--- src/design/assert_macros.svh ---
// ---------------------------------------------------------------------------
// assert_macros.svh
// Concurrent assertion macros for the step sequencer RTL.
// ---------------------------------------------------------------------------
`ifndef ASSERT_MACROS_SVH
`define ASSERT_MACROS_SVH

// Same-cycle implication, checked on the rising edge of clk outside reset.
`define SRMS_ASSERT_NOW(label, ante, cons, msg) \
	label: assert property (@(posedge clk) disable iff (!arst_n) (ante) |-> (cons)) \
		else $error(msg);

// Next-cycle implication, checked on the rising edge of clk outside reset.
`define SRMS_ASSERT_NEXT(label, ante, cons, msg) \
	label: assert property (@(posedge clk) disable iff (!arst_n) (ante) |=> (cons)) \
		else $error(msg);

`endif

--- src/design/srms_pkg.sv ---
// ---------------------------------------------------------------------------
// srms_pkg
// Types and constants for the step sequencer run-mode stepper.
// ---------------------------------------------------------------------------
package srms_pkg;

	localparam int RandW   = 32;
	localparam int CountW  = 7;
	localparam int HistW   = 16;
	localparam int PosOutW = 6;
	localparam int DivSteps = RandW;

	// config register indexes
	localparam logic CFG_STEP_COUNT = 1'b0;
	localparam logic CFG_RUN_MODE   = 1'b1;

	// run modes
	localparam logic [3:0] MODE_FORWARD    = 4'd0;
	localparam logic [3:0] MODE_REVERSE    = 4'd1;
	localparam logic [3:0] MODE_PINGPONG   = 4'd2;
	localparam logic [3:0] MODE_PENDULUM   = 4'd3;
	localparam logic [3:0] MODE_BROWNIAN   = 4'd4;
	localparam logic [3:0] MODE_RANDOM     = 4'd5;
	localparam logic [3:0] MODE_RANDOM2    = 4'd6;
	localparam logic [3:0] MODE_FORWARD_X2 = 4'd7;
	localparam logic [3:0] MODE_FORWARD_X3 = 4'd8;
	localparam logic [3:0] MODE_FORWARD_X4 = 4'd9;

	// history bands, one per mode family
	localparam logic [HistW-1:0] BASE_FWD  = 16'h1000;
	localparam logic [HistW-1:0] BASE_REV  = 16'h2000;
	localparam logic [HistW-1:0] BASE_PP   = 16'h3000;
	localparam logic [HistW-1:0] BASE_PEND = 16'h4000;
	localparam logic [HistW-1:0] BASE_BROW = 16'h5000;
	localparam logic [HistW-1:0] BASE_RAND = 16'h6000;
	localparam logic [HistW-1:0] BAND_SPAN = 16'h0FFF;

	typedef enum logic [1:0] {
		ST_IDLE,
		ST_CALC,
		ST_FINISH
	} srms_state_t;

	typedef struct packed {
		logic              start;
		logic [RandW-1:0]  dividend;
		logic [CountW-1:0] divisor;
	} srms_div_req_t;

	typedef struct packed {
		logic              busy;
		logic              done;
		logic [CountW-1:0] remainder;
	} srms_div_stat_t;

	function automatic logic band_stale(logic [HistW-1:0] h, logic [HistW-1:0] base);
		return (h < base + 16'd1) || (h > base + BAND_SPAN);
	endfunction

endpackage

--- src/design/srms_mod_unit.sv ---
// ---------------------------------------------------------------------------
// srms_mod_unit
// Bit-serial restoring remainder: 32-bit dividend mod 7-bit divisor,
// one dividend bit per cycle.
// ---------------------------------------------------------------------------
module srms_mod_unit (
	input  logic                   clk,
	input  logic                   arst_n,
	input  srms_pkg::srms_div_req_t req,
	output srms_pkg::srms_div_stat_t stat
);

	localparam int CntW = $clog2(srms_pkg::DivSteps + 1);

	logic                          busy_q;
	logic                          done_q;
	logic [CntW-1:0]               cnt_q;
	logic [srms_pkg::RandW-1:0]    dvd_q;
	logic [srms_pkg::CountW-1:0]   dvs_q;
	logic [srms_pkg::CountW-1:0]   rem_q;
	logic [srms_pkg::CountW:0]     trial;
	logic [srms_pkg::CountW-1:0]   rem_next;

	always_comb begin
		trial = {rem_q, dvd_q[srms_pkg::RandW-1]};
		if (trial >= {1'b0, dvs_q}) begin
			rem_next = srms_pkg::CountW'(trial - {1'b0, dvs_q});
		end else begin
			rem_next = trial[srms_pkg::CountW-1:0];
		end
	end

	always_ff @(posedge clk or negedge arst_n) begin
		if (!arst_n) begin
			busy_q <= 1'b0;
			done_q <= 1'b0;
			cnt_q  <= '0;
		end else begin
			done_q <= 1'b0;
			if (req.start && !busy_q) begin
				busy_q <= 1'b1;
				cnt_q  <= CntW'(srms_pkg::DivSteps);
			end else if (busy_q) begin
				cnt_q <= cnt_q - 1'b1;
				if (cnt_q == CntW'(1)) begin
					busy_q <= 1'b0;
					done_q <= 1'b1;
				end
			end
		end
	end

	always_ff @(posedge clk) begin
		if (req.start && !busy_q) begin
			dvd_q <= req.dividend;
			dvs_q <= req.divisor;
			rem_q <= '0;
		end else if (busy_q) begin
			dvd_q <= {dvd_q[srms_pkg::RandW-2:0], 1'b0};
			rem_q <= rem_next;
		end
	end

	assign stat.busy      = busy_q;
	assign stat.done      = done_q;
	assign stat.remainder = rem_q;

endmodule

--- src/design/sequencer_run_mode_stepper.sv ---
// ---------------------------------------------------------------------------
// sequencer_run_mode_stepper
// Step-sequencer position advancer with pass detection for all run modes.
// ---------------------------------------------------------------------------
// Flow: forward, reverse, ping-pong and pendulum ticks go from idle to the
//   finish state and on to the output register; brownian and random ticks
//   first wait in the calc state for the bit-serial remainder unit (32 steps,
//   one dividend bit per cycle). One tick at a time, taken the cycle after
//   commit; a stall on the output holds off the commit.
// Reset (arst_n low, async): step count 16, forward mode, position 0,
//   history 0, no result pending.
module sequencer_run_mode_stepper #(
	parameter int MAX_STEPS = 64
) (
	input  logic        clk,
	input  logic        arst_n,
	// configuration write port
	input  logic        cfg_we,
	input  logic        cfg_index,
	input  logic [6:0]  cfg_data,
	// tick transaction in
	input  logic        in_valid,
	output logic        in_ready,
	input  logic [31:0] random_word,
	// result transaction out
	output logic        out_valid,
	input  logic        out_ready,
	output logic [5:0]  position,
	output logic        pass_done
);

	`include "assert_macros.svh"

	// Step count never exceeds the 7-bit register, so the cap is the smaller.
	localparam int CapSteps = (MAX_STEPS > 127) ? 127 : MAX_STEPS;
	localparam logic [srms_pkg::CountW-1:0] CAP_W = srms_pkg::CountW'(CapSteps);

	localparam int SW = srms_pkg::CountW + 2;  // signed working width

	// config registers
	logic [srms_pkg::CountW-1:0] step_count_q;
	logic [3:0]                  run_mode_q;

	// sequencer state
	logic [srms_pkg::CountW-1:0] pos_q;
	logic [srms_pkg::HistW-1:0]  hist_q;
	logic [srms_pkg::RandW-1:0]  rnd_q;

	// output register
	logic                        out_valid_q;
	logic [srms_pkg::PosOutW-1:0] out_pos_q;
	logic                        out_done_q;

	srms_pkg::srms_state_t       state_q, state_d;
	srms_pkg::srms_div_req_t     div_req;
	srms_pkg::srms_div_stat_t    div_stat;

	logic [srms_pkg::CountW-1:0] nu;
	logic                        needs_div;
	logic                        commit;
	logic                        in_fire;

	// next-tick results
	logic signed [SW-1:0]        p;
	logic signed [SW-1:0]        n_s;
	logic [srms_pkg::HistW-1:0]  h;
	logic                        done;
	logic [srms_pkg::HistW-1:0]  fwd_base;

	// effective step count: zero reads as 1, large values saturate
	always_comb begin
		if (step_count_q == '0) begin
			nu = srms_pkg::CountW'(1);
		end else if (step_count_q > CAP_W) begin
			nu = CAP_W;
		end else begin
			nu = step_count_q;
		end
	end

	assign needs_div = (run_mode_q == srms_pkg::MODE_BROWNIAN) ||
		(run_mode_q == srms_pkg::MODE_RANDOM) || (run_mode_q == srms_pkg::MODE_RANDOM2);

	assign in_ready = (state_q == srms_pkg::ST_IDLE);
	assign in_fire  = in_valid && in_ready;
	assign commit   = (state_q == srms_pkg::ST_FINISH) && (!out_valid_q || out_ready);

	// remainder request: brownian needs mod 3, random needs mod step count
	always_comb begin
		div_req.start    = in_fire && needs_div;
		div_req.dividend = random_word;
		if (run_mode_q == srms_pkg::MODE_BROWNIAN) begin
			div_req.divisor = srms_pkg::CountW'(3);
		end else begin
			div_req.divisor = nu;
		end
	end

	srms_mod_unit u_mod (
		.clk    (clk),
		.arst_n (arst_n),
		.req    (div_req),
		.stat   (div_stat)
	);

	// FSM next state
	always_comb begin
		state_d = state_q;
		unique case (state_q)
			srms_pkg::ST_IDLE: begin
				if (in_fire) begin
					state_d = needs_div ? srms_pkg::ST_CALC : srms_pkg::ST_FINISH;
				end
			end
			srms_pkg::ST_CALC: begin
				if (div_stat.done) begin
					state_d = srms_pkg::ST_FINISH;
				end
			end
			srms_pkg::ST_FINISH: begin
				if (commit) begin
					state_d = srms_pkg::ST_IDLE;
				end
			end
			default: state_d = srms_pkg::ST_IDLE;
		endcase
	end

	// position / history update; one pass of this logic per tick
	always_comb begin
		p        = SW'(signed'({2'b00, pos_q}));
		n_s      = SW'(signed'({2'b00, nu}));
		h        = hist_q;
		done     = 1'b0;
		fwd_base = srms_pkg::BASE_FWD + 16'd1;
		unique case (run_mode_q)
			srms_pkg::MODE_REVERSE: begin
				if (srms_pkg::band_stale(h, srms_pkg::BASE_REV)) h = srms_pkg::BASE_REV + 16'd1;
				p = p - SW'(1);
				if (p < 0) begin
					p    = n_s - SW'(1);
					h    = h - 16'd1;
					done = (h <= srms_pkg::BASE_REV);
				end
			end
			srms_pkg::MODE_PINGPONG: begin
				if (srms_pkg::band_stale(h, srms_pkg::BASE_PP)) h = srms_pkg::BASE_PP + 16'd2;
				if (!h[0]) begin
					// forward leg: the end step repeats on the turn
					p = p + SW'(1);
					if (p >= n_s) begin
						p = n_s - SW'(1);
						h = h - 16'd1;
					end
				end else begin
					p = p - SW'(1);
					if (p < 0) begin
						p    = '0;
						h    = h - 16'd1;
						done = (h <= srms_pkg::BASE_PP);
					end
				end
			end
			srms_pkg::MODE_PENDULUM: begin
				if (srms_pkg::band_stale(h, srms_pkg::BASE_PEND)) h = srms_pkg::BASE_PEND + 16'd2;
				if (!h[0]) begin
					p = p + SW'(1);
					if (p >= n_s) begin
						p = n_s - SW'(2);
						h = h - 16'd1;
						// one or two steps: the turn is also the pass end
						if (p < SW'(1)) begin
							p    = '0;
							h    = h - 16'd1;
							done = (h <= srms_pkg::BASE_PEND);
						end
					end
				end else begin
					p = p - SW'(1);
					if (p < SW'(1)) begin
						p    = '0;
						h    = h - 16'd1;
						done = (h <= srms_pkg::BASE_PEND);
					end
				end
			end
			srms_pkg::MODE_BROWNIAN: begin
				if (srms_pkg::band_stale(h, srms_pkg::BASE_BROW)) begin
					h = srms_pkg::BASE_BROW + {9'd0, nu};
				end
				p = p + SW'(signed'({1'b0, div_stat.remainder})) - SW'(1);
				if (p >= n_s) p = '0;
				if (p < 0) p = n_s - SW'(1);
				h    = h - 16'd1;
				done = (h <= srms_pkg::BASE_BROW);
			end
			srms_pkg::MODE_RANDOM, srms_pkg::MODE_RANDOM2: begin
				if (srms_pkg::band_stale(h, srms_pkg::BASE_RAND)) begin
					h = srms_pkg::BASE_RAND + {9'd0, nu};
				end
				p    = SW'(signed'({2'b00, div_stat.remainder}));
				h    = h - 16'd1;
				done = (h <= srms_pkg::BASE_RAND);
			end
			default: begin
				// forward; modes fw2..fw4 arm more repetitions
				if (run_mode_q == srms_pkg::MODE_FORWARD_X2) begin
					fwd_base = srms_pkg::BASE_FWD + 16'd2;
				end else if (run_mode_q == srms_pkg::MODE_FORWARD_X3) begin
					fwd_base = srms_pkg::BASE_FWD + 16'd3;
				end else if (run_mode_q == srms_pkg::MODE_FORWARD_X4) begin
					fwd_base = srms_pkg::BASE_FWD + 16'd4;
				end
				if (srms_pkg::band_stale(h, srms_pkg::BASE_FWD)) h = fwd_base;
				p = p + SW'(1);
				if (p >= n_s) begin
					p    = '0;
					h    = h - 16'd1;
					done = (h <= srms_pkg::BASE_FWD);
				end
			end
		endcase
	end

	always_ff @(posedge clk or negedge arst_n) begin
		if (!arst_n) begin
			state_q <= srms_pkg::ST_IDLE;
		end else begin
			state_q <= state_d;
		end
	end

	always_ff @(posedge clk or negedge arst_n) begin
		if (!arst_n) begin
			step_count_q <= srms_pkg::CountW'(16);
			run_mode_q   <= srms_pkg::MODE_FORWARD;
		end else if (cfg_we) begin
			unique case (cfg_index)
				srms_pkg::CFG_STEP_COUNT: step_count_q <= cfg_data;
				srms_pkg::CFG_RUN_MODE:   run_mode_q   <= cfg_data[3:0];
				default: ;
			endcase
		end
	end

	always_ff @(posedge clk or negedge arst_n) begin
		if (!arst_n) begin
			pos_q       <= '0;
			hist_q      <= '0;
			out_valid_q <= 1'b0;
		end else begin
			if (commit) begin
				pos_q       <= p[srms_pkg::CountW-1:0];
				hist_q      <= h;
				out_valid_q <= 1'b1;
			end else if (out_ready) begin
				out_valid_q <= 1'b0;
			end
		end
	end

	always_ff @(posedge clk) begin
		if (in_fire) begin
			rnd_q <= random_word;
		end
		if (commit) begin
			out_pos_q  <= p[srms_pkg::PosOutW-1:0];
			out_done_q <= done;
		end
	end

	assign out_valid = out_valid_q;
	assign position  = out_pos_q;
	assign pass_done = out_done_q;

	// Assertions
	`SRMS_ASSERT_NOW(a_idle_div_quiet, in_ready, !div_stat.busy && !div_stat.done,
		"divider active while accepting a tick")
	`SRMS_ASSERT_NOW(a_done_in_calc, div_stat.done, state_q == srms_pkg::ST_CALC,
		"remainder finished outside the calc state")
	`SRMS_ASSERT_NEXT(a_tick_blocks, in_valid && in_ready, !in_ready,
		"tick accepted back to back")
	`SRMS_ASSERT_NEXT(a_rnd_held, state_q == srms_pkg::ST_CALC, $stable(rnd_q),
		"captured random word changed mid-tick")

endmodule

--- config.mk ---
export PLATFORM = sky130hd
export DESIGN_NAME = sequencer_run_mode_stepper
export DESIGN_NICKNAME = d
export VERILOG_FILES = /design/src/design/srms_pkg.sv /design/src/design/srms_mod_unit.sv /design/src/design/sequencer_run_mode_stepper.sv
export VERILOG_INCLUDE_DIRS = /design/src /design/src/design
export SDC_FILE = /design/constraint.sdc
export NUM_CORES = 1
export LEC_CHECK = 0
export BUFFER_PORTS_ARGS = -buffer_cell sky130_fd_sc_hd__buf_2
export CAP_MARGIN = 20
export CORE_ASPECT_RATIO = 1.75
export CORE_MARGIN = 8
export CORE_UTILIZATION = 26
export CTS_CLUSTER_SIZE = 25
export DETAILED_ROUTE_END_ITERATION = 10
export GPL_TIMING_DRIVEN = 0
export PLACE_DENSITY_LB_ADDON = 0.08
export SYNTH_ARGS = -nofsm -noshare
export SYNTH_HDL_FRONTEND = slang
export SYNTH_SLANG_ARGS = --single-unit
--- constraint.sdc ---
create_clock -name clk -period 4.58 [get_ports clk]
set_clock_uncertainty 0.15 [all_clocks]
set_input_delay 1.374 -clock clk [delete_from_list [all_inputs] [get_ports clk]]
set_output_delay 1.374 -clock clk [all_outputs]
set_load 0.05 [all_outputs]
* Yosys cells after proc, flatten, opt, wreduce, memory -nomap -nowiden
Cells that the tools add are included.
** Operators by class
- Reductions and logical operators :: 24
- Bitwise logic cells :: 1
- Muxes and demuxes :: 67
- $lt $le $gt $ge :: 27
- $add $sub $neg :: 17
- Equality and inequality tests :: 15
** Operators with widths (number)
- 16-bit 2-to-1 mux :: 21
- 16-bit by 1-bit subtractor with 16-bit output, second input constant :: 7
- 7-bit 2-to-1 mux :: 13
- 16-bit case mux with 5 select lines :: 1
- 16-bit by 15-bit less-or-equal comparator with 1-bit output, second input constant :: 4
- 32-bit 2-to-1 mux :: 2
- 16-bit by 15-bit > comparator with 1-bit output, second input constant :: 3
- 16-bit by 15-bit less-than comparator with 1-bit output, second input constant :: 3
- 7-bit case mux with 5 select lines :: 1
- 15-bit by 7-bit adder with 16-bit output, first input constant :: 2
- 16-bit by 14-bit > comparator with 1-bit output, second input constant :: 2
- 16-bit by 14-bit less-or-equal comparator with 1-bit output, second input constant :: 2
- 16-bit by 14-bit less-than comparator with 1-bit output, second input constant :: 2
- 9-bit 2-to-1 mux :: 2
- 4-bit by 3-bit equality test with 1-bit output, second input constant :: 4
- 8-bit by 7-bit greater-or-equal comparator with 1-bit output :: 2
- 16-bit by 13-bit > comparator with 1-bit output, second input constant :: 1
- 16-bit by 13-bit less-or-equal comparator with 1-bit output, second input constant :: 1
- 16-bit by 13-bit less-than comparator with 1-bit output, second input constant :: 1
- 8-bit by 2-bit less-than comparator with 1-bit output, second input constant :: 2
- 1-bit 2-to-1 mux :: 16
- 6-bit 2-to-1 mux :: 2
- 9-bit by 8-bit greater-or-equal comparator with 1-bit output :: 1
- 1-bit logical OR :: 9
- other kinds (33) :: 47
** Storage, ports and cells
- Bits in registers :: 98
- Output and inout bits :: 9
- Logic and storage cells :: 165

* Depth between registers and ports, before layout
- Depth in word-level cells :: 11
- Depth in mapped cells :: 19

* Modules after synthesis
A second synthesis with hierarchy kept.
** Second synthesis, totals
- Cells, all modules :: 1287
- Area, all modules :: 10157.2 µm²
** By module, submodules not included
- sequencer_run_mode_stepper :: instances 1, cells each 1084, area each 7512.2 µm²
- srms_mod_unit :: instances 1, cells each 203, area each 2645.0 µm²

* Worst setup path before layout
Ideal clock, no wire load.
- Kind :: register to register
- Start :: register step_count_q[4] in the netlist's numbering
- End :: register out_done_q, in the netlist pass_done, data pin
- Path slack :: 0.374 ns
- Data required time :: 4.157 ns
- Stages on the path, launching flop included :: 18
- Arrival :: 3.783 ns
- Period minus slack after synthesis :: 4.206 ns
- Setup time :: 0.273 ns
- Cells stage by stage :: dfstp_2 -> clkbuf_1 -> nor2_1 -> a21oi_1 -> or2_2 -> clkbuf_1 -> inv_1 -> ha_1 -> nand2b_1 -> a31oi_1 -> o21a_1 -> clkbuf_1 -> and2_1 -> nor2_1 -> a311o_1 -> or4_1 -> a311oi_1 -> o311ai_1
** On the way
- Longest elaborated chain between the ends :: 9
- Elaborated cells between the ends (all ways) :: 22
- Those cells by class :: add/sub: 5; order compare: 5; mux: 11; reduce/logical: 1
** Ends and longest elaborated chain
- from (decl) :: RTL line sequencer_run_mode_stepper.sv:41 : logic [srms_pkg::CountW-1:0] step_count_q;
- from (signal assigned) :: RTL line sequencer_run_mode_stepper.sv:235 : step_count_q <= srms_pkg::CountW'(16);
- from (signal assigned) :: RTL line sequencer_run_mode_stepper.sv:239 : srms_pkg::CFG_STEP_COUNT: step_count_q <= cfg_data;
- 7-bit > comparator :: RTL line sequencer_run_mode_stepper.sv:74 : end else if (step_count_q > CAP_W) begin
- 7-bit 2-to-1 mux :: RTL line sequencer_run_mode_stepper.sv:74
- 7-bit 2-to-1 mux * :: RTL line sequencer_run_mode_stepper.sv:72 : if (step_count_q == '0) begin
- via nu (one bit) :: RTL line sequencer_run_mode_stepper.sv:58 : logic [srms_pkg::CountW-1:0] nu;
- 15-bit by 7-bit adder with 16-bit output, or another cell as far along :: RTL line sequencer_run_mode_stepper.sv:199 : h = srms_pkg::BASE_RAND + {9'd0, nu};
- 16-bit 2-to-1 mux, or another cell as far along :: RTL line sequencer_run_mode_stepper.sv:198 : if (srms_pkg::band_stale(h, srms_pkg::BASE_RAND)) begin
- 16-bit 2-to-1 mux or 1-bit 2-to-1 mux (tied branches) :: RTL line sequencer_run_mode_stepper.sv:136, sequencer_run_mode_stepper.sv:172
- 16-bit by 1-bit subtractor with 16-bit output, or another cell as far along :: RTL line sequencer_run_mode_stepper.sv:202 : h = h - 16'd1;
- 16-bit by 15-bit less-or-equal comparator with 1-bit output, or another cell as far along :: RTL line sequencer_run_mode_stepper.sv:203 : done = (h <= srms_pkg::BASE_RAND);
- 1-bit case mux with 5 select lines * :: RTL line sequencer_run_mode_stepper.sv:136 : unique case (run_mode_q)
- via done :: RTL line sequencer_run_mode_stepper.sv:67 : logic done;
- to (signal assigned) :: RTL line sequencer_run_mode_stepper.sv:268 : out_done_q <= done;
- to (decl) :: RTL line sequencer_run_mode_stepper.sv:52 : logic out_done_q;
The timed path passes the listed nets; every way through them passes the cells marked *. The select of a mux whose other input is x is not followed.
A chain may end at the register's enable or synchronous reset.

* Worst setup path after layout
- Start :: register hist_q[4] in the netlist's numbering
- End :: register out_done_q, in the netlist pass_done, data pin
** On the way
- Longest elaborated chain between the ends :: 11
- Elaborated cells between the ends (all ways) :: 53
- Those cells by class :: add/sub: 7; order compare: 19; mux: 21; reduce/logical: 6
** Ends and longest elaborated chain
- from (decl) :: RTL line sequencer_run_mode_stepper.sv:46 : logic [srms_pkg::HistW-1:0] hist_q;
- from (signal assigned) :: RTL line sequencer_run_mode_stepper.sv:254 : hist_q <= h;
- 16-bit by 15-bit less-than comparator with 1-bit output or 16-bit by 15-bit > comparator with 1-bit output (tied branches) :: RTL line srms_pkg.sv:57 : return (h < base + 16'd1) || (h > base + BAND_SPAN);
- 1-bit logical OR :: RTL line srms_pkg.sv:57
- 16-bit 2-to-1 mux :: RTL line sequencer_run_mode_stepper.sv:165 : if (srms_pkg::band_stale(h, srms_pkg::BASE_PEND)) h = srms_pkg::BASE_PEND + 16'd2;
- 16-bit 2-to-1 mux :: RTL line sequencer_run_mode_stepper.sv:136
- 16-bit by 1-bit subtractor with 16-bit output :: RTL line sequencer_run_mode_stepper.sv:170, sequencer_run_mode_stepper.sv:182
- 16-bit by 1-bit subtractor with 16-bit output :: RTL line sequencer_run_mode_stepper.sv:174 : h = h - 16'd1;
- 16-bit by 15-bit less-or-equal comparator with 1-bit output :: RTL line sequencer_run_mode_stepper.sv:175 : done = (h <= srms_pkg::BASE_PEND);
- 1-bit 2-to-1 mux :: RTL line sequencer_run_mode_stepper.sv:172 : if (p < SW'(1)) begin
- 1-bit 2-to-1 mux :: RTL line sequencer_run_mode_stepper.sv:168 : if (p >= n_s) begin
- 1-bit 2-to-1 mux :: RTL line sequencer_run_mode_stepper.sv:166 : if (!h[0]) begin
- 1-bit case mux with 5 select lines * :: RTL line sequencer_run_mode_stepper.sv:136
- via done :: RTL line sequencer_run_mode_stepper.sv:67
Marked as above.

==> impl_results.md <==
* Final hold slack at 0.372 ns
* DR vias/cell at a little under 6
* Final net count at 1384
* Antenna Nets Post-Route at 0
* CTS root buf: clkbuf_16
* Die W at 162 um
* PwrDens at ~790 mW/mm^2
* Placer Congestion at 0.991
* Crit path required time at 4.56 ns
* YS warnings at 0
* Post-Syn Area at ~0.0097 mm^2
* Placement Cell Area at 0.0106 mm^2
* Layout area overhead at 16.7%
* Switching Share at 0.559
* First-pass GRT wire length at just over 70000 um
* Drt drc at 0
* Die height at around 270 um
* XOR/XNOR share of the synthesized area at 0.0563
* Fin. Hold Viols at 0
* Core Rows at 93
* Register share of total power at 0.186
* Internal power at 3940 uW
* Sequential cell area fraction in the yosys report at 0.274
* Mapped Nets at 1309
* Tmin final at 4.51 ns
* Status: completed
* Startpoint type of the worst setup path: register
* Core area at around 0.037 mm^2
* Post-synth EDFFs at 46
* Via count at 10200
* Layout cells sized above 1 at 0.181
* Fin Setup TNS at 0 ns
* Dpl cells at 1744
* Final setup fails at 0
* Clock Latency Late Sink at 0.39 ns
* Register area at 0.00265 mm^2
* Largest net degree at the start of global routing at 28
* Grt ovf at 0
* Non-filler cells, final at 1760
* Primary FF master, synth: edfxtp_1
* Leakage at about 0.0043 uW
* Asr flop ratio synth at 0.459
* CTS HTree Levels at 3
* Hold Path Cell Cnt at 1
* Fmax at 222 MHz
* Syn avg cell area at 8.01 um^2
* Commonest non-fill, non-tap cell in the layout: nand2_1
* Starting DRC count in detailed routing at between 600 and 700
* Ports at 54
* P_sw at between 4000 and 5000 uW
* Max FO, Critical Path at 9
* Initial antenna violation count at 0
* Multiplexer share of the synthesized area at 0.0739
* Final WL at 49300 um
* Max_cap viols at 0
* Synthesized flop and latch total at 98
* Adder-cell share of the synthesized area at 0.0780
* Final Cycle Share at 0.986
* Cell depth of the worst flop-to-flop path at 13
* Vias in the first global route at ~10000
* Cells after Synth at about 1200
* Critical path class: reg2reg
* Initial Util at 0.263
* Compound-Gate Fraction of Synth Area at 0.245
* TritonCTS clock tree: done
* Endpoint class of the critical path: register
* Max-slew violations at 0
* Fill count at approximately 4100
* Final Cell Area at 0.0113 mm^2
* Cts bufs inserted at 9
* Port Buf Inserts at 53
* Hold Path Class: reg2reg
* Largest family of logic cells by synthesized area: compound AO/OA/AOI/OAI gates
* Slew headroom at 0.278
* Diodes inserted at 0
* Worst-path clk slew at roughly 0.090 ns
* CTS max path bufs at 2
* Die Area at 0.0438 mm^2
* Most frequent cells in the layout: 126 x nand2_1, 99 x nor2_1, 79 x a21oi_1
* Routed WL per cell at 28.0 um
* Area of the multi-input gates at ~0.0067 mm^2
* Worst VDD drop at 0.000332 V
* Clock power share at 0.093
* Post-Synth Simple-Gate Area at 0.211
* Gate power share at 0.721
* Worst path arrival time at 4.49 ns
* Yosys cell types at a little under 90
* GRT Overall Usage at 0.224
* First drt pass iteration count at 5
* Clock sinks at 98
* Hpwl dp at 39700 um
* Worst-margin pin slew at about 1.1 ns
## per-layer routing
metal	wire length, um	track usage	part of all wire	up-vias
met5	0	0	0	-
met4	5480	0.212	0.11	0
met3	1850	0.0287	0.038	205
met2	26100	0.421	0.53	393
met1	15900	0.201	0.32	5001
li1	-	-	-	4588
## flip-flops by register name (all words and copies together) (netlist names)
register,count
hist_q,16
u_mod.dvs_q,7
pass_done,1
u_mod.rem_q,7
u_mod.cnt_q,6
u_mod.busy_q,1
position,6
step_count_q,7
u_mod.dvd_q,32
pos_q,7
u_mod.done_q,1
state_q,2
run_mode_q,4
out_valid,1
## path summary, 6_finish.rpt
path,start,slack [ns],end
worst min-delay path,state_q[1],0.37,state_q[0]
min in group asynchronous,arst_n,0.82,state_q[0]
worst min register to register,state_q[1],0.37,state_q[0]
worst max-delay path,hist_q[4],0.07,pass_done
worst max register to register,hist_q[4],0.07,pass_done
max in group asynchronous,arst_n,2.81,step_count_q[4]
## per-stage QoR
step,power [uW],util,setup WS (ns)
2_1_floorplan,5550,-,0.374
3_5_place_dp,7710,0.289,-1.44
3_3_place_gp,7680,0.286,-1.54
5_1_grt,9510,0.306,-0.0210
4_1_cts,8820,0.304,0.00618
6_report,8930,0.306,0.0654
## cell families after synthesis
family / Yosys count
fa+ha+maj: 59
compound gates: 351
buf+inv: 152
flops: 98
simple gates: 418
xor+xnor: 62
mux: 65
## final cells by class
class | count | area share
clock inverter | 7 | 0.00722
tap | 475 | 0.0527
timing repair buffer | 76 | 0.0417
clock buffer | 9 | 0.0200
buffer | 74 | 0.0285
multi-input combinational | 955 | 0.592
sequential | 98 | 0.235
inverter | 66 | 0.0223
## power by group through the flow
stage	logic [uW]	clock network, uW	registers, uW
final	6440	831	1660
after floorplan	3920	0	1630
after global routing	6910	887	1710
after detailed placement	6070	0	1640
after CTS	6310	866	1640
after global placement	6030	0	1650
## synthesized netlist by cell type (24+ instances only)
cell type | number | area [um^2]
xor2_1 | 24 | 210
dfrtp_1 | 44 | 1100
nand2_1 | 130 | 488
nand3_1 | 31 | 155
mux2_2 | 50 | 563
a21oi_1 | 87 | 435
ha_1 | 57 | 713
clkbuf_1 | 68 | 255
inv_1 | 62 | 233
nor2_1 | 102 | 383
o21ai_0 | 71 | 355
nor3_1 | 31 | 155
edfxtp_1 | 46 | 1380
xnor2_1 | 38 | 333
## critical path: stages (launching register included)
cell      delay (ns)
dfrtp_1         0.37
buf_4           0.19
or3_1           0.46
o41ai_4         0.47
buf_4           0.23
or2_1           0.31
nor2_1          0.15
ha_1            0.27
o21ai_0         0.12
nor4_1          0.08
a311o_1         0.40
or4_4           0.62
a311oi_2        0.27
o311ai_1        0.15
## what timing repair did
action / 4_1_cts / 5_1_grt
setup endpoints to repair: 28 / 17
gates resized for setup: 51 / 25
setup buffers: 8 / 3
pin swaps: 7 / 1
hold buffers: 0 / 0
gates cloned: 0 / 0
(Power assumes the default switching activity.)
